==> config.mk <==
export PLATFORM = sky130hd
export DESIGN_NAME = delimited_decimal_average
export DESIGN_NICKNAME = d
export VERILOG_FILES = /design/src/sv/dda_pkg.sv /design/src/sv/delimited_decimal_average.sv /design/src/sv/dda_token.sv /design/src/sv/dda_divider.sv
export SDC_FILE = /design/constraint.sdc
export NUM_CORES = 1
export LEC_CHECK = 0
export BUFFER_PORTS_ARGS = -buffer_cell sky130_fd_sc_hd__buf_2
export CORE_UTILIZATION = 55
export CTS_BUF_LIST = sky130_fd_sc_hd__clkbuf_16
export CTS_CLUSTER_DIAMETER = 200
export DETAILED_ROUTE_END_ITERATION = 8
export GPL_ROUTABILITY_DRIVEN = 0
export GPL_TIMING_DRIVEN = 0
export HOLD_SLACK_MARGIN = 0.08
export PLACE_DENSITY_LB_ADDON = 0.12
export RECOVER_POWER = 50
export SLEW_MARGIN = 0
export SYNTH_ARGS = -nofsm -noshare
export SYNTH_HDL_FRONTEND = slang
export SYNTH_SLANG_ARGS = --single-unit
==> constraint.sdc <==
create_clock -name clk -period 10.8 [get_ports clk]
set_clock_uncertainty 0.15 [all_clocks]
set_input_delay 2.16 -clock clk [delete_from_list [all_inputs] [get_ports clk]]
set_output_delay 2.16 -clock clk [all_outputs]
set_load 0.1 [all_outputs]
==> src/sv/dda_pkg.sv <==
`default_nettype none

package dda_pkg;

	// default width of the running sum
	localparam int SUM_WIDTH_DEF = 32;

	// token counter width and its saturation point
	localparam int CNT_W = 17;
	localparam logic [CNT_W-1:0] COUNT_SAT = 17'h1FFFE;

	// separator after reset is a comma
	localparam logic [7:0] SEP_RESET = 8'd44;

	// operations issued by the sequencer to the token unit
	typedef enum logic [2:0] {
		OP_NONE,
		OP_CHAR,
		OP_SCALE,
		OP_ADD,
		OP_RESET
	} op_t;

	// command from the sequencer to the token unit
	typedef struct packed {
		op_t        op;
		logic [7:0] chr;
		logic       inc_count;
	} cmd_t;

endpackage

`default_nettype wire

==> src/sv/delimited_decimal_average.sv <==
// per byte: ST_CHAR before ready again; a separator byte also passes ST_SCALE and ST_ADD
// last byte: result via ST_SCALE, ST_ADD, ST_DIV_GO, ST_DIV_WAIT, ST_OUT; the average comes
// from a bit-serial divider that takes one quotient bit per cycle
// one string at a time; ready only in ST_IDLE: input stalls per byte and on a full output
// reset: asynchronous, active low; clears the parse state, sum, count and overflow,
// and sets the separator to a comma
`default_nettype none

module delimited_decimal_average #(
	parameter int SUM_WIDTH = dda_pkg::SUM_WIDTH_DEF
) (
	input  wire logic        clk,
	input  wire logic        arst_n,
	// separator write
	input  wire logic        cfg_valid,
	output logic             cfg_ready,
	input  wire logic [7:0]  cfg_data,
	// input bytes
	input  wire logic        s_tvalid,
	output logic             s_tready,
	input  wire logic [7:0]  s_tdata,   // data_byte
	input  wire logic        s_tlast,   // last_byte
	input  wire logic        s_tuser,   // empty_string
	// results
	output logic             m_tvalid,
	input  wire logic        m_tready,
	output logic [87:0]      m_tdata,   // average_hundredths, token_sum, token_count, zero pad
	output logic             m_tuser    // overflow
);

	localparam int EXT_W = SUM_WIDTH + 32;

	typedef enum logic [2:0] {
		ST_IDLE,
		ST_CHAR,
		ST_SCALE,
		ST_ADD,
		ST_DIV_GO,
		ST_DIV_WAIT,
		ST_OUT
	} state_t;

	state_t                    state_q;
	logic [7:0]                sep_q;
	logic [7:0]                chr_q;
	logic                      last_q;
	logic                      empty_q;
	logic                      end_q;
	logic                      inc_q;
	logic                      m_valid_q;
	logic [31:0]               avg_q;
	logic [31:0]               sum_out_q;
	logic [dda_pkg::CNT_W-1:0] cnt_out_q;
	logic                      ovf_out_q;

	dda_pkg::cmd_t             cmd;
	logic [SUM_WIDTH-1:0]      tok_sum;
	logic [dda_pkg::CNT_W-1:0] tok_count;
	logic                      tok_ovf;
	logic [dda_pkg::CNT_W-1:0] divisor;
	logic                      div_done;
	logic [31:0]               div_quot;
	logic                      is_sep;
	logic                      out_free;
	logic [EXT_W-1:0]          sum_ext;

	assign is_sep   = chr_q == sep_q;
	assign out_free = !m_valid_q || m_tready;
	assign divisor  = tok_count + 1'b1;
	assign sum_ext  = EXT_W'(tok_sum);

	// command to the token unit
	always_comb begin
		cmd.chr       = chr_q;
		cmd.inc_count = inc_q;
		unique case (state_q)
			ST_CHAR:  cmd.op = (!empty_q && !is_sep) ? dda_pkg::OP_CHAR : dda_pkg::OP_NONE;
			ST_SCALE: cmd.op = dda_pkg::OP_SCALE;
			ST_ADD:   cmd.op = dda_pkg::OP_ADD;
			ST_OUT:   cmd.op = out_free ? dda_pkg::OP_RESET : dda_pkg::OP_NONE;
			default:  cmd.op = dda_pkg::OP_NONE;
		endcase
	end

	dda_token #(
		.SUM_WIDTH (SUM_WIDTH)
	) u_token (
		.clk    (clk),
		.arst_n (arst_n),
		.cmd    (cmd),
		.sum    (tok_sum),
		.count  (tok_count),
		.ovf    (tok_ovf)
	);

	dda_divider #(
		.SUM_WIDTH (SUM_WIDTH)
	) u_divider (
		.clk      (clk),
		.arst_n   (arst_n),
		.start    (state_q == ST_DIV_GO),
		.dividend (tok_sum),
		.divisor  (divisor),
		.done     (div_done),
		.quotient (div_quot)
	);

	// separator register
	always_ff @(posedge clk or negedge arst_n) begin
		if (!arst_n) begin
			sep_q <= dda_pkg::SEP_RESET;
		end else if (cfg_valid) begin
			sep_q <= cfg_data;
		end
	end

	assign cfg_ready = 1'b1;

	// sequencer and output register
	always_ff @(posedge clk or negedge arst_n) begin
		if (!arst_n) begin
			state_q   <= ST_IDLE;
			chr_q     <= '0;
			last_q    <= 1'b0;
			empty_q   <= 1'b0;
			end_q     <= 1'b0;
			inc_q     <= 1'b0;
			m_valid_q <= 1'b0;
			avg_q     <= '0;
			sum_out_q <= '0;
			cnt_out_q <= '0;
			ovf_out_q <= 1'b0;
		end else begin
			// output transaction taken and no new result loaded this cycle
			if (m_valid_q && m_tready && (state_q != ST_OUT)) begin
				m_valid_q <= 1'b0;
			end
			unique case (state_q)
				ST_IDLE: begin
					if (s_tvalid) begin
						chr_q   <= s_tdata;
						last_q  <= s_tlast;
						empty_q <= s_tuser;
						state_q <= ST_CHAR;
					end
				end
				ST_CHAR: begin
					if (empty_q) begin
						end_q   <= 1'b1;
						inc_q   <= 1'b0;
						state_q <= ST_SCALE;
					end else if (is_sep) begin
						end_q   <= last_q;
						inc_q   <= 1'b1;
						state_q <= ST_SCALE;
					end else if (last_q) begin
						end_q   <= 1'b1;
						inc_q   <= 1'b0;
						state_q <= ST_SCALE;
					end else begin
						state_q <= ST_IDLE;
					end
				end
				ST_SCALE: begin
					state_q <= ST_ADD;
				end
				ST_ADD: begin
					inc_q   <= 1'b0;
					state_q <= end_q ? ST_DIV_GO : ST_IDLE;
				end
				ST_DIV_GO: begin
					state_q <= ST_DIV_WAIT;
				end
				ST_DIV_WAIT: begin
					if (div_done) begin
						state_q <= ST_OUT;
					end
				end
				ST_OUT: begin
					if (out_free) begin
						m_valid_q <= 1'b1;
						avg_q     <= div_quot;
						sum_out_q <= sum_ext[31:0];
						cnt_out_q <= divisor;
						ovf_out_q <= tok_ovf;
						end_q     <= 1'b0;
						state_q   <= ST_IDLE;
					end
				end
				default: begin
					state_q <= ST_IDLE;
				end
			endcase
		end
	end

	assign s_tready = state_q == ST_IDLE;
	assign m_tvalid = m_valid_q;
	assign m_tdata  = {7'd0, cnt_out_q, sum_out_q, avg_q};
	assign m_tuser  = ovf_out_q;

endmodule

`default_nettype wire

==> src/sv/dda_token.sv <==
`default_nettype none

module dda_token #(
	parameter int SUM_WIDTH = dda_pkg::SUM_WIDTH_DEF
) (
	input  wire logic                       clk,
	input  wire logic                       arst_n,
	input  wire dda_pkg::cmd_t              cmd,
	output logic [SUM_WIDTH-1:0]            sum,
	output logic [dda_pkg::CNT_W-1:0]       count,
	output logic                            ovf
);

	localparam logic [7:0] CH_MINUS = 8'h2D;
	localparam logic [7:0] CH_PLUS  = 8'h2B;
	localparam logic [7:0] CH_POINT = 8'h2E;
	localparam logic [7:0] CH_ZERO  = 8'h30;
	localparam logic [7:0] CH_FIVE  = 8'h35;
	localparam logic [7:0] CH_NINE  = 8'h39;
	localparam int         EXT_W    = SUM_WIDTH + 32;
	// bound on the token magnitude from the sum width, all ones when the sum is wider
	localparam logic [32:0] SW_LIM  = (SUM_WIDTH >= 33) ? {33{1'b1}} :
		(33'd1 << (SUM_WIDTH - 1));

	typedef enum logic [1:0] {
		PH_START,
		PH_INT,
		PH_FRAC,
		PH_SKIP
	} phase_t;

	phase_t                    phase_q, phase_d;
	logic                      neg_q, neg_d;
	logic [31:0]               mag_q;
	logic [1:0]                fds_q, fds_d;
	logic [SUM_WIDTH-1:0]      sum_q;
	logic [dda_pkg::CNT_W-1:0] count_q;
	logic                      ovf_q;

	logic                      digit;
	logic [3:0]                dval;
	logic                      scale_en;
	logic [6:0]                scale_mul;
	logic                      mac_en;
	logic [6:0]                mac_mul;
	logic [3:0]                mac_add;
	logic [39:0]               mac_r;
	logic                      mac_ovf;
	logic                      fit32;
	logic                      fitsw;
	logic [EXT_W-1:0]          mag_ext;
	logic [EXT_W-1:0]          val_ext;
	logic [SUM_WIDTH-1:0]      add_b;
	logic [SUM_WIDTH-1:0]      add_r;
	logic                      add_ovf;

	// character classes
	assign digit = (cmd.chr >= CH_ZERO) && (cmd.chr <= CH_NINE);
	assign dval  = digit ? 4'(cmd.chr - CH_ZERO) : 4'd0;

	// pending scale of the token to hundredths
	assign scale_en  = (phase_q == PH_START) || (phase_q == PH_INT) ||
		((phase_q == PH_FRAC) && (fds_q != 2'd2));
	assign scale_mul = ((phase_q == PH_FRAC) && (fds_q == 2'd1)) ? 7'd10 : 7'd100;

	// parse step: next token state and multiply-add request
	always_comb begin
		phase_d = phase_q;
		neg_d   = neg_q;
		fds_d   = fds_q;
		mac_en  = 1'b0;
		mac_mul = 7'd0;
		mac_add = 4'd0;
		unique case (cmd.op)
			dda_pkg::OP_CHAR: begin
				unique case (phase_q)
					PH_START: begin
						if (cmd.chr == CH_MINUS) begin
							neg_d   = 1'b1;
							phase_d = PH_INT;
						end else if (cmd.chr == CH_PLUS) begin
							phase_d = PH_INT;
						end else if (digit) begin
							mac_en  = 1'b1;
							mac_mul = 7'd1;
							mac_add = dval;
							phase_d = PH_INT;
						end else if (cmd.chr == CH_POINT) begin
							phase_d = PH_FRAC;
							fds_d   = 2'd0;
						end else begin
							mac_en  = scale_en;
							mac_mul = scale_mul;
							phase_d = PH_SKIP;
						end
					end
					PH_INT: begin
						if (digit) begin
							mac_en  = 1'b1;
							mac_mul = 7'd10;
							mac_add = dval;
						end else if (cmd.chr == CH_POINT) begin
							phase_d = PH_FRAC;
							fds_d   = 2'd0;
						end else begin
							mac_en  = scale_en;
							mac_mul = scale_mul;
							phase_d = PH_SKIP;
						end
					end
					PH_FRAC: begin
						if (fds_q == 2'd2) begin
							// rounding digit
							if ((cmd.chr >= CH_FIVE) && (cmd.chr <= CH_NINE)) begin
								mac_en  = 1'b1;
								mac_mul = 7'd1;
								mac_add = 4'd1;
							end
							phase_d = PH_SKIP;
						end else if (digit) begin
							mac_en  = 1'b1;
							mac_mul = 7'd10;
							mac_add = dval;
							fds_d   = fds_q + 2'd1;
						end else begin
							mac_en  = scale_en;
							mac_mul = scale_mul;
							phase_d = PH_SKIP;
						end
					end
					PH_SKIP: begin
					end
					default: begin
					end
				endcase
			end
			dda_pkg::OP_SCALE: begin
				mac_en  = scale_en;
				mac_mul = scale_mul;
				phase_d = PH_SKIP;
			end
			default: begin
			end
		endcase
	end

	// shared multiply-add on the token magnitude
	assign mac_r   = 40'(mag_q) * 40'(mac_mul) + 40'(mac_add);
	assign mac_ovf = mac_r > 40'h0080000000;

	// token value range checks
	assign fit32 = neg_q ? (mag_q <= 32'h80000000) : !mag_q[31];
	assign fitsw = neg_q ? ({1'b0, mag_q} <= SW_LIM) : ({1'b0, mag_q} < SW_LIM);

	// signed add of the token into the running sum
	assign mag_ext = EXT_W'(mag_q);
	assign val_ext = neg_q ? (-mag_ext) : mag_ext;
	assign add_b   = val_ext[SUM_WIDTH-1:0];
	assign add_r   = sum_q + add_b;
	assign add_ovf = (sum_q[SUM_WIDTH-1] == add_b[SUM_WIDTH-1]) &&
		(add_r[SUM_WIDTH-1] != sum_q[SUM_WIDTH-1]);

	// token and string state
	always_ff @(posedge clk or negedge arst_n) begin
		if (!arst_n) begin
			phase_q <= PH_START;
			neg_q   <= 1'b0;
			mag_q   <= '0;
			fds_q   <= 2'd0;
			sum_q   <= '0;
			count_q <= '0;
			ovf_q   <= 1'b0;
		end else begin
			unique case (cmd.op)
				dda_pkg::OP_CHAR, dda_pkg::OP_SCALE: begin
					phase_q <= phase_d;
					neg_q   <= neg_d;
					fds_q   <= fds_d;
					if (mac_en) begin
						mag_q <= mac_r[31:0];
						if (mac_ovf) begin
							ovf_q <= 1'b1;
						end
					end
				end
				dda_pkg::OP_ADD: begin
					sum_q <= add_r;
					if (!fit32 || !fitsw || add_ovf) begin
						ovf_q <= 1'b1;
					end
					if (cmd.inc_count && (count_q < dda_pkg::COUNT_SAT)) begin
						count_q <= count_q + 1'b1;
					end
					phase_q <= PH_START;
					neg_q   <= 1'b0;
					mag_q   <= '0;
					fds_q   <= 2'd0;
				end
				dda_pkg::OP_RESET: begin
					phase_q <= PH_START;
					neg_q   <= 1'b0;
					mag_q   <= '0;
					fds_q   <= 2'd0;
					sum_q   <= '0;
					count_q <= '0;
					ovf_q   <= 1'b0;
				end
				default: begin
				end
			endcase
		end
	end

	assign sum   = sum_q;
	assign count = count_q;
	assign ovf   = ovf_q;

endmodule

`default_nettype wire

==> src/sv/dda_divider.sv <==
`default_nettype none

module dda_divider #(
	parameter int SUM_WIDTH = dda_pkg::SUM_WIDTH_DEF
) (
	input  wire logic                          clk,
	input  wire logic                          arst_n,
	input  wire logic                          start,
	input  wire logic [SUM_WIDTH-1:0]          dividend,
	input  wire logic [dda_pkg::CNT_W-1:0]     divisor,
	output logic                               done,
	output logic [31:0]                        quotient
);

	localparam int CW    = $clog2(SUM_WIDTH + 1);
	localparam int EXT_W = SUM_WIDTH + 32;

	logic                      busy_q;
	logic                      done_q;
	logic [CW-1:0]             cnt_q;
	logic                      neg_q;
	logic [SUM_WIDTH-1:0]      num_q;
	logic [dda_pkg::CNT_W-1:0] div_q;
	logic [dda_pkg::CNT_W-1:0] rem_q;

	logic [dda_pkg::CNT_W:0]   rem_sh;
	logic                      take;
	logic [dda_pkg::CNT_W:0]   rem_sub;
	logic [EXT_W-1:0]          q_ext;
	logic [EXT_W-1:0]          q_signed;

	// one restoring step per cycle on the magnitude
	assign rem_sh  = {rem_q, num_q[SUM_WIDTH-1]};
	assign take    = rem_sh >= {1'b0, div_q};
	assign rem_sub = rem_sh - {1'b0, div_q};

	// sequencer and datapath registers
	always_ff @(posedge clk or negedge arst_n) begin
		if (!arst_n) begin
			busy_q <= 1'b0;
			done_q <= 1'b0;
			cnt_q  <= '0;
			neg_q  <= 1'b0;
			num_q  <= '0;
			div_q  <= '0;
			rem_q  <= '0;
		end else begin
			done_q <= 1'b0;
			if (start) begin
				busy_q <= 1'b1;
				cnt_q  <= CW'(SUM_WIDTH);
				neg_q  <= dividend[SUM_WIDTH-1];
				num_q  <= dividend[SUM_WIDTH-1] ? (-dividend) : dividend;
				div_q  <= divisor;
				rem_q  <= '0;
			end else if (busy_q) begin
				rem_q  <= take ? rem_sub[dda_pkg::CNT_W-1:0] : rem_sh[dda_pkg::CNT_W-1:0];
				num_q  <= {num_q[SUM_WIDTH-2:0], take};
				cnt_q  <= cnt_q - 1'b1;
				if (cnt_q == CW'(1)) begin
					busy_q <= 1'b0;
					done_q <= 1'b1;
				end
			end
		end
	end

	// sign of the quotient, truncated toward zero
	assign q_ext    = EXT_W'(num_q);
	assign q_signed = neg_q ? (-q_ext) : q_ext;
	assign quotient = q_signed[31:0];
	assign done     = done_q;

endmodule

`default_nettype wire
==> out/results.tsv, run 1 <==
stage	metric	value	unit
cts	postcts setup bufs	0	
hold_path	min-delay worst type	reg -> reg	
synth	Synth Register Bits	268	
drt	Vias	19304	
synth	Seq/Total Area, Yosys	29.44	%
power_and_ir_drop	Cell Int Power	3.119	mW
cells_and_area	commonest non-fill, non-tap cell in the layout	nand2_1	
synth	Mapped Cells	2677	
cells_and_area	Layout Cells excl Fill	3376	
drt	post-route ant nets	0	
power_and_ir_drop	net switching power	3.476	mW
timing	final setup TNS	0	ps
die	Chip Height	205.6	um
cells_and_area	Area growth syn-to-layout	9.498	%
grt	pin count of the biggest net entering global routing	102	
setup_path	kind of cell adding the most delay to the critical path	compound AO/OA/AOI/OAI gates	
synth	ys async rst share	100.0	%
timing	Tightest Pin Transition	4513	ps
placed_design	Placed Cells	3322	
drt	DR pass1 iterations	5	
power_and_ir_drop	pwr/cell area	264.3	nW/um2
cts	worst-skew pair later-pin latency	560	ps
timing	Slew HR	-200.9	%
setup_path	critical path depth	30	
die	die area	42250	um2
power_and_ir_drop	worst vdd ir	0.1829	mV
cells_and_area	FILL cells	3650	
power_and_ir_drop	power share of the clock group	14.9	%
drt	Routed WL per cell	17.66	um
drt	initial drt markers	1166	
cells_and_area	Total Nets Final	3129	
timing	setup violators final	0	
timing	Fmax achieved	99.40	MHz
die	core area	40830	um2
run	Max Cap Viol	3	
setup_path	Buf/Inv on CP	7	
synth	most used flip-flop cell after synthesis	dfrtp_1	
placed_design	PortBufs	105	
cts	Max clock buf depth	3	
setup_path	CP most frequent cell	fa_1	
timing	crit share post-route	93.15	%
cts	H-tree Lvls	1	
grt	antenna violations before repair	0	
setup_path	FF-to-FF path depth	30	
cts	TritonCTS buffer count	30	
synth	Post-Syn Area	22790	um2
die	Die W	205.6	um
power_and_ir_drop	total power	6.595	mW
timing	Final Hold Fails	0	
die	Starting Density	55.81	%
setup_path	crit path max fanout	10	
drt	Remaining DRCs	0	
cells_and_area	most frequent cells in the layout	nand2_1 (368), dfrtp_1 (265), inv_1 (263), o21ai_0 (251), ha_1 (180)	
timing	Final Critical Period	10060	ps
power_and_ir_drop	switching part of the total	52.70	%
cts	Clock Sinks	268	
synth	EDFF count, synth	0	
timing	RSZ-0062 raised after global routing	no	
synth	YS warnings	0	
grt	total gr overflow	0	
setup_path	Arr. time, crit path	10330	ps
cells_and_area	antenna cells	0	
setup_path	CP required	11070	ps
grt	vias in the first global route	18849	
cells_and_area	layout cell share with drive strength beyond 1	7.138	%
synth	Netlist cell types	71	
cts	post_cts resized	0	
hold_path	hold path cells	2	
setup_path	Crit-path slowest cell	nor2_1	
cts	Clk pin slew, worst setup/hold paths	60	ps
status	status	finished with violations	
timing	fin. max-slew vios	273	
power_and_ir_drop	Leak	12.75	nW
die	# rows	74	
power_and_ir_drop	Logic pwr share	58.1	%
synth	Mean Syn Cell Area	8.513	um2
setup_path	slowest cell delay on critical path	720	ps
cts	Post-CTS Hold Buffers	0	
setup_path	critical path class	reg -> reg	
placed_design	DP HPWL	47720	um
status	failing checks	capacitance limit, slew limit	
grt	total track usage	28.89	%
cts	TritonCTS clock tree	yes	
setup_path	Worst Setup Start Kind	flip-flop	
drt	vias per cell	5.718	
grt	global-route wire length before repair	97940	um
drt	DRT Wirelength	59630	um
cts	CTS root buffer	clkbuf_16	
die	top-level I/O count	115	
power_and_ir_drop	Seq pwr share	26.9	%
setup_path	crit path capture type	flip-flop	
final timing paths:
path | from | to | slack, ps
hold / removal | avg_q[13] | avg_q[13] | 320
hold reg to reg | avg_q[13] | avg_q[13] | 320
max in group asynchronous | arst_n | u_token.sum[2] | 1940
setup / recovery | chr_q[0] | u_token.ovf | 740
setup reg to reg | chr_q[0] | u_token.ovf | 740
min in group asynchronous | arst_n | u_divider.rem_q[11] | 3040
per-layer routing:
layer | wire length [um] | share of wire, % | GRT usage (%)
met5 | 0 | 0 | 0
met4 | 2110 | 3.5 | 11.01
met3 | 3341 | 5.6 | 2.772
met2 | 28040 | 47 | 48.11
met1 | 26130 | 44 | 38.81
Yosys cell counts (29+ instances only):
| master | number | share of area, % |
|---|---|---|
| a21o_1 | 38 | 1.3 |
| a21oi_1 | 119 | 2.6 |
| and2_1 | 31 | 0.85 |
| and3_1 | 76 | 2.1 |
| clkbuf_1 | 127 | 2.1 |
| dfrtp_1 | 265 | 29 |
| fa_1 | 104 | 9.1 |
| ha_1 | 180 | 9.9 |
| inv_1 | 258 | 4.2 |
| mux2i_1 | 46 | 2.0 |
| nand2_1 | 368 | 6.1 |
| nand2b_1 | 29 | 0.80 |
| nand3_1 | 53 | 1.2 |
| nor2_1 | 124 | 2.0 |
| nor3_1 | 36 | 0.79 |
| o21ai_0 | 251 | 5.5 |
| o31ai_1 | 43 | 1.4 |
| xnor2_1 | 119 | 4.6 |
| xor2_1 | 76 | 2.9 |
metrics by stage:
step	worst slack (ps)	cell area, um2	hold slack [ps]	util (%)
global route	244.0	24950	346.1	61.11
global placement	1029	24000	307.7	58.79
CTS	878.6	25010	328.3	61.26
detailed placement	919.5	24070	310.9	58.94
finish	739.9	24950	319.7	61.11
floorplan	3018	22810	284.8	-
power by group through the flow:
stage                     clock network [mW]  registers (mW)  logic [mW]
final                                  0.985            1.78        3.83
after global routing                    1.05            1.83        4.19
after CTS                               1.00            1.77        3.83
after detailed placement                   0            1.78        3.81
after global placement                     0            1.76        3.74
after floorplan                            0            2.54        2.16
layout make-up:
cell class	count	area, um2	share of cell area, %
clock inverters	23	168.9	0.6769
clock buffers	31	775.7	3.109
plain buffers	150	606.8	2.432
repair buffers	107	531.8	2.131
inverters	258	968.4	3.881
well taps	532	665.6	2.667
flip-flops and latches	268	6710	26.89
multi-input cells	2007	14530	58.21
flip-flops by register name, summed over array words and instances, names as in the netlist, 6 cells and up:
register / cells
u_token.mag_q: 32
sep_q: 8
u_divider.rem_q: 17
avg_q: 32
sum_out_q: 32
cnt_out_q: 17
u_divider.div_q: 17
u_divider.num_q: 32
u_divider.cnt_q: 6
u_token.sum: 32
chr_q: 8
u_token.count: 17
worst min-delay path: cells and delay by family, from the launching register on:
| family | cells | cell delay (ps) |
|---|---|---|
| AND/OR/NAND/NOR | 1 | 40 |
| flip-flops | 1 | 340 |
| AO/OA/AOI/OAI | 1 | 50 |
cell families after synthesis:
| logic type | synth area share (%) |
|---|---|
| muxes | 2.959 |
| adders and majority gates | 19.02 |
| buffers and inverters | 6.912 |
| xor gates and xnor gates | 7.494 |
| AOI/OAI and AO/OA | 16.96 |
| other | 0.03295 |
| and+or+nand+nor | 17.18 |
| DFF | 29.44 |
Power figures use the tool's default switching activity.
==> run 2, diff against run 1 <==
REMOVE_ABC_BUFFERS = 1   (was not set)
==> run 2 against run 1 <==
  * The run still ends with capacitance limit, slew limit left
  * Global-route usage down 2.6 points
  * Critical path depth shrank 3
  * Die area did not move
  * Via count decreased by 3.8%
  * Register-to-register slack better by 150 ps
  * Sequential cell count unchanged
  * Sequential power grew 7%
  * Non-clock buffer count fell by 128
  * Clock-buffer cell count unchanged
==> out/results.tsv, run 2 (synthesis gave the netlist of run 1 again) <==
stage	metric	value	unit	change
timing	Tightest Pin Transition	4301	ps	-211.8 ps
hold_path	min-delay src	sum_out_q[15]		
timing	crit share post-route	91.74	%	-1.4 points
cells_and_area	Finished Core Util	60.56	%	-0.56 points
drt	Remaining DRCs	0		unchanged
power_and_ir_drop	Leak	12.68	nW	-0.57%
placed_design	PortBufs	106		+0.95%
timing	hold slack final	319.1	ps	-0.6300 ps
status	status	finished with violations		
timing	Fmax achieved	100.9	MHz	+1.5%
setup_path	R2R Path End	u_token.ovf		
placed_design	Placed Cells	3194		-3.9%
timing	setup violators final	0		unchanged
drt	Routed WL per cell	16.78	um	-5.0%
setup_path	CP required	11050	ps	-20 ps
grt	met3 Use GR	2.708	%	-0.063 points
cts	TritonCTS buffer count	31		+3.3%
run	Max Cap Viol	2		-1
cts	H-tree Lvls	1		unchanged
die	Chip Height	205.6	um	unchanged
timing	Worst Setup Slack, final	892.5	ps	+152.5 ps
cts	post_cts resized	0		unchanged
timing	Final Hold Fails	0		unchanged
cells_and_area	Area growth syn-to-layout	8.499	%	
setup_path	crit path capture type	flip-flop		
drt	initial drt markers	1353		+16%
drt	DR pass1 iterations	5		unchanged
grt	total gr overflow	0		unchanged
cells_and_area	most frequent cells in the layout	nand2_1 (368), inv_1 (264), dfrtp_1 (264), o21ai_0 (250), ha_1 (180)		
cells_and_area	antenna cells	0		unchanged
placed_design	pre-CTS setup slack	1020	ps	+100.3 ps
grt	global-route wire length before repair	91170	um	-6.9%
placed_design	DP HPWL	41630	um	-13%
drt	Vias	18574		-3.8%
grt	antenna violations before repair	0		unchanged
cts	Post-CTS Hold Buffers	0		unchanged
setup_path	Worst Setup Start Kind	flip-flop		
hold_path	Hold EP	sum_out_q[15]		
power_and_ir_drop	pwr/cell area	264.6	nW/um2	+0.11%
cts	TritonCTS clock tree	yes		
grt	pin count of the biggest net entering global routing	104		+2.0%
cells_and_area	commonest non-fill, non-tap cell in the layout	nand2_1		
grt	met2 Use GR	42.63	%	-5.5 points
timing	RSZ-0062 raised after global routing	no		
cts	Max clock buf depth	3		unchanged
timing	Final Critical Period	9908	ps	-152.5 ps
grt	total track usage	26.33	%	-2.6 points
drt	post-route ant nets	0		unchanged
cts	postcts setup bufs	0		unchanged
hold_path	min-delay worst type	reg -> reg		
die	Starting Density	55.81	%	unchanged
die	Die W	205.6	um	unchanged
cts	CTS root buffer	clkbuf_16		
cells_and_area	layout cell share with drive strength beyond 1	7.837	%	+0.70 points
cts	Clock Sinks	268		unchanged
drt	DRT Wirelength	54520	um	-8.6%
cells_and_area	Total Nets Final	3002		-4.1%
die	top-level I/O count	115		unchanged
die	core area	40830	um2	unchanged
cells_and_area	Layout Cells excl Fill	3250		-3.7%
hold_path	hold path cells	2		unchanged
power_and_ir_drop	worst vdd ir	0.2023	mV	+11%
setup_path	Reg2Reg Launch Point	chr_q[1]		
cts	Clk pin slew, worst setup/hold paths	60	ps	about the same
status	failing checks	capacitance limit, slew limit		
setup_path	FF-to-FF path depth	27		-10%
die	# rows	74		unchanged
setup_path	Worst R2R Setup Slack	890	ps	+150 ps
cells_and_area	FILL cells	3582		-1.9%
cts	worst-skew pair later-pin latency	600	ps	+40 ps
timing	fin. max-slew vios	112		-59%
grt	vias in the first global route	17888		-5.1%
timing	Slew HR	-186.7	%	+14 points
die	die area	42250	um2	unchanged
setup_path	Arr. time, crit path	10150	ps	-180 ps
grt	busiest grt layer	met2		
setup_path	critical path class	reg -> reg		
grt	GR Layer Usage met1	38.29	%	-0.52 points
setup_path	crit path max fanout	33		+23
drt	vias per cell	5.715		about the same
[run 2: cell types whose count changed in the layout (fill, tap and decap cells not counted), sizes merged]
cell | before | now
clkinvlp | 2 | 6
inv | 264 | 265
clkinv | 13 | 10
buf | 126 | 120
clkbuf | 162 | 40
[run 2: how the worst max path moves through the flow]
stage / startpoint / end / slack (ps) / cells after the start
after floorplan: sep_q[3] / u_token.ovf / 2400 / 26
final: chr_q[1] / u_token.ovf / 890 / 27
after detailed placement: chr_q[0] / u_token.ovf / 1020 / 27
after global placement: chr_q[0] / u_token.ovf / -400 / 28
after CTS: chr_q[0] / u_token.ovf / 1020 / 27
after global routing: chr_q[1] / u_token.ovf / 470 / 27
[run 2: stage by stage]
| step | power (mW) | setup TNS (ps) | instance area, um2 |
|---|---|---|---|
| finish | 6.542 | 0 | 24730 |
| global route | 7.035 | 0 | 24730 |
| CTS | 6.582 | 0 | 24830 |
| detailed placement | 5.551 | 0 | 23860 |
| global placement | 5.390 | -398.4 | 23400 |
| floorplan | 4.632 | 0 | 22210 |
[run 2: critical path: stages (launching register included)]
cell	delay, ps
dfrtp_1	550
xor2_1	190
nor4_1	100
a2111o_1	540
nor2_2	540
o21a_1	240
a31o_2	440
and2_1	1090
a21o_1	250
ha_1	120
inv_1	50
fa_1	490
inv_1	60
fa_1	530
inv_1	60
fa_1	530
inv_1	50
ha_1	330
inv_1	80
o22a_1	270
a211oi_1	630
nor2_1	180
o311ai_0	570
xor2_1	170
or4_1	420
or4_1	430
a2111oi_2	530
nor3_1	90
[run 2: area by class of cell]
| cell class | instances | area (um2) | area share [%] |
|---|---|---|---|
| multi-input cells | 2007 | 14560 | 58.90 |
| clock inverters | 25 | 190.2 | 0.7692 |
| flip-flops and latches | 268 | 6711 | 27.14 |
| inverters | 258 | 968.4 | 3.917 |
| well taps | 532 | 665.6 | 2.692 |
| clock buffers | 31 | 775.7 | 3.137 |
| repair buffers | 129 | 852.1 | 3.446 |
[run 2: power by group]
group          total, mW  internal (mW)  switching, mW  leakage (nW)
Combinational       3.63           1.17           2.46          8.72
Sequential          1.90           1.39          0.516          3.48
Clock               1.01          0.569          0.443         0.478
[run 2: routing by layer]
metal | vias to the layer above | wire length [um]
li1 | 9161 | -
met1 | 8973 | 26300
met2 | 376 | 25350
met3 | 64 | 2048
met4 | 0 | 815
met5 | - | 0
==> run 3, diff against run 2 <==
MAX_ROUTING_LAYER = met4   (was not set)
==> run 3 against run 2 <==
  * The flow still finishes with violations (capacitance limit, slew limit)
  * Sequential cell count stayed put
  * Core utilization stayed put
  * Final cell count stayed put
  * Clock power hardly changed
  * Routed wire length is 0.11% higher
  * Register-to-register slack worse by 50 ps
  * Non-clock buffer count stayed put
  * Critical path type unchanged
  * Highest routed layer unchanged
==> out/results.tsv, run 3 (synthesis gave the netlist of run 1 again) <==
stage	metric	value	unit	change
cells_and_area	final instance area	24730	um2	unchanged
run	Max Cap Viol	2		unchanged
cells_and_area	layout cell share with drive strength beyond 1	7.837	%	unchanged
timing	Final Critical Period	9962	ps	+54.05 ps
cts	TritonCTS clock tree	yes		
timing	Tightest Pin Transition	4322	ps	+21.16 ps
timing	RSZ-0062 raised after global routing	no		
power_and_ir_drop	total power	6.539	mW	about the same
setup_path	CP most frequent cell	inv_1		
grt	antenna violations before repair	0		unchanged
drt	Max Used Layer	met4		
grt	total track usage	27.13	%	+0.80 points
die	core area	40830	um2	unchanged
grt	total gr overflow	0		unchanged
grt	pin count of the biggest net entering global routing	104		unchanged
cells_and_area	Layout Cells excl Fill	3250		unchanged
placed_design	Placed Cells	3194		unchanged
cts	Clk pin slew, worst setup/hold paths	60	ps	about the same
die	top-level I/O count	115		unchanged
drt	Vias	18597		+0.12%
setup_path	kind of cell adding the most delay to the critical path	compound AO/OA/AOI/OAI gates		
status	status	finished with violations		
cts	Post-CTS Hold Buffers	0		unchanged
setup_path	Worst Setup Start Kind	flip-flop		
drt	Remaining DRCs	0		unchanged
cts	worst-skew pair later-pin latency	600	ps	about the same
drt	vias per cell	5.722		+0.12%
power_and_ir_drop	switching part of the total	52.21	%	about the same
cts	Clock Sinks	268		unchanged
drt	met1 wire length	26140	um	-0.60%
setup_path	crit path capture type	flip-flop		
setup_path	crit path max fanout	33		unchanged
timing	Fmax achieved	100.4	MHz	-0.54%
drt	post-route ant nets	0		unchanged
cts	postcts setup bufs	0		unchanged
setup_path	critical path class	reg -> reg		
setup_path	Crit-path slowest cell	and2_1		
placed_design	DP HPWL	41630	um	unchanged
power_and_ir_drop	Cell Int Power	3.125	mW	about the same
timing	Final Hold Fails	0		unchanged
placed_design	PortBufs	106		unchanged
timing	Slew HR	-188.1	%	-1.4 points
die	Die W	205.6	um	unchanged
power_and_ir_drop	Logic pwr share	55.5	%	about the same
cells_and_area	antenna cells	0		unchanged
die	die area	42250	um2	unchanged
drt	met3 wire length	2203	um	+7.6%
cts	TritonCTS buffer count	31		unchanged
drt	Routed WL per cell	16.79	um	+0.11%
cts	H-tree Lvls	1		unchanged
drt	initial drt markers	1360		+0.52%
setup_path	Arr. time, crit path	10210	ps	+60 ps
drt	WL met2	25440	um	+0.35%
grt	vias in the first global route	17864		-0.13%
timing	setup violators final	0		unchanged
power_and_ir_drop	Seq pwr share	29.1	%	about the same
power_and_ir_drop	worst vdd ir	0.2023	mV	about the same
status	failing checks	capacitance limit, slew limit		
timing	crit share post-route	92.24	%	+0.50 points
cells_and_area	Area growth syn-to-layout	8.499	%	unchanged
die	# rows	74		unchanged
timing	fin. max-slew vios	112		unchanged
cells_and_area	Total Nets Final	3002		unchanged
cts	post_cts resized	0		unchanged
placed_design	Cell Area, Placed	23860	um2	unchanged
grt	global-route wire length before repair	91180	um	about the same
die	Starting Density	55.81	%	unchanged
setup_path	CP required	11050	ps	about the same
die	Chip Height	205.6	um	unchanged
hold_path	min-delay worst type	reg -> reg		
cells_and_area	most frequent cells in the layout	nand2_1 (368), inv_1 (264), dfrtp_1 (264), o21ai_0 (250), ha_1 (180)		
cells_and_area	commonest non-fill, non-tap cell in the layout	nand2_1		
setup_path	Buf/Inv on CP	5		unchanged
power_and_ir_drop	Leak	12.68	nW	unchanged
power_and_ir_drop	net switching power	3.414	mW	-0.11%
cts	Max clock buf depth	3		unchanged
cts	CTS root buffer	clkbuf_16		
drt	DR pass1 iterations	5		unchanged
cells_and_area	Finished Core Util	60.56	%	unchanged
setup_path	slowest cell delay on critical path	1110	ps	+20 ps
drt	DRT Wirelength	54580	um	+0.11%
power_and_ir_drop	pwr/cell area	264.4	nW/um2	about the same
power_and_ir_drop	power share of the clock group	15.4	%	about the same
cells_and_area	FILL cells	3582		unchanged
run 3: area by class of cell:
cell class / instances / area, um2 / area share [%]
clock buffer: 31 / 775.7 / 3.137
clock inverter: 25 / 190.2 / 0.7692
inverter: 258 / 968.4 / 3.917
multi-input combinational: 2007 / 14560 / 58.90
sequential: 268 / 6711 / 27.14
tap: 532 / 665.6 / 2.692
timing repair buffer: 129 / 852.1 / 3.446
run 3: routing by layer:
metal,global-route usage [%],vias to the layer above
met5,-,-
met1,38.37,8976
met2,42.63,400
li1,-,9159
met4,4.815,0
met3,2.661,62
run 3: worst register-to-register path, stage by stage, from the launching register on:
cell and delay (ps):
dfrtp_1 520, xor2_1 180, nor4_1 100, a2111o_1 590
nor2_2 540, o21a_1 240, a31o_2 440, and2_1 1110
a21o_1 250, ha_1 120, inv_1 50, fa_1 480
inv_1 60, fa_1 530, inv_1 60, fa_1 530
inv_1 50, ha_1 330, inv_1 80, o22a_1 270
a211oi_1 630, nor2_1 180, o311ai_0 600, xor2_1 170
or4_1 430, or4_1 430, a2111oi_2 540, nor3_1 90
run 3: final timing paths:
check                      depth (start not counted)  slack (ps)             to           from
min in group asynchronous                          1        2930      avg_q[20]         arst_n
hold reg to reg                                    2         320  sum_out_q[15]  sum_out_q[15]
hold / removal                                     2         320  sum_out_q[15]  sum_out_q[15]
max in group asynchronous                          1        5130  sum_out_q[29]         arst_n
setup / recovery                                  27         840    u_token.ovf       chr_q[0]
setup reg to reg                                  27         840    u_token.ovf       chr_q[0]
run 3: metrics by stage:
step | hold WS [ps] | worst slack [ps] | setup TNS [ps]
after detailed placement | 310.7 | 1020 | 0
final | 319.1 | 838.4 | 0
after global placement | 304.3 | -398.4 | -398.4
after floorplan | 284.8 | 2395 | 0
after global routing | 342.9 | 478.1 | 0
after CTS | 324.9 | 1020 | 0
run 3: power by group through the flow:
stage | logic, mW | clock network, mW | registers, mW
6_report | 3.63 | 1.01 | 1.90
5_1_grt | 3.99 | 1.08 | 1.97
4_1_cts | 3.66 | 1.03 | 1.89
3_5_place_dp | 3.64 | 0 | 1.91
3_3_place_gp | 3.49 | 0 | 1.90
2_1_floorplan | 2.01 | 0 | 2.63
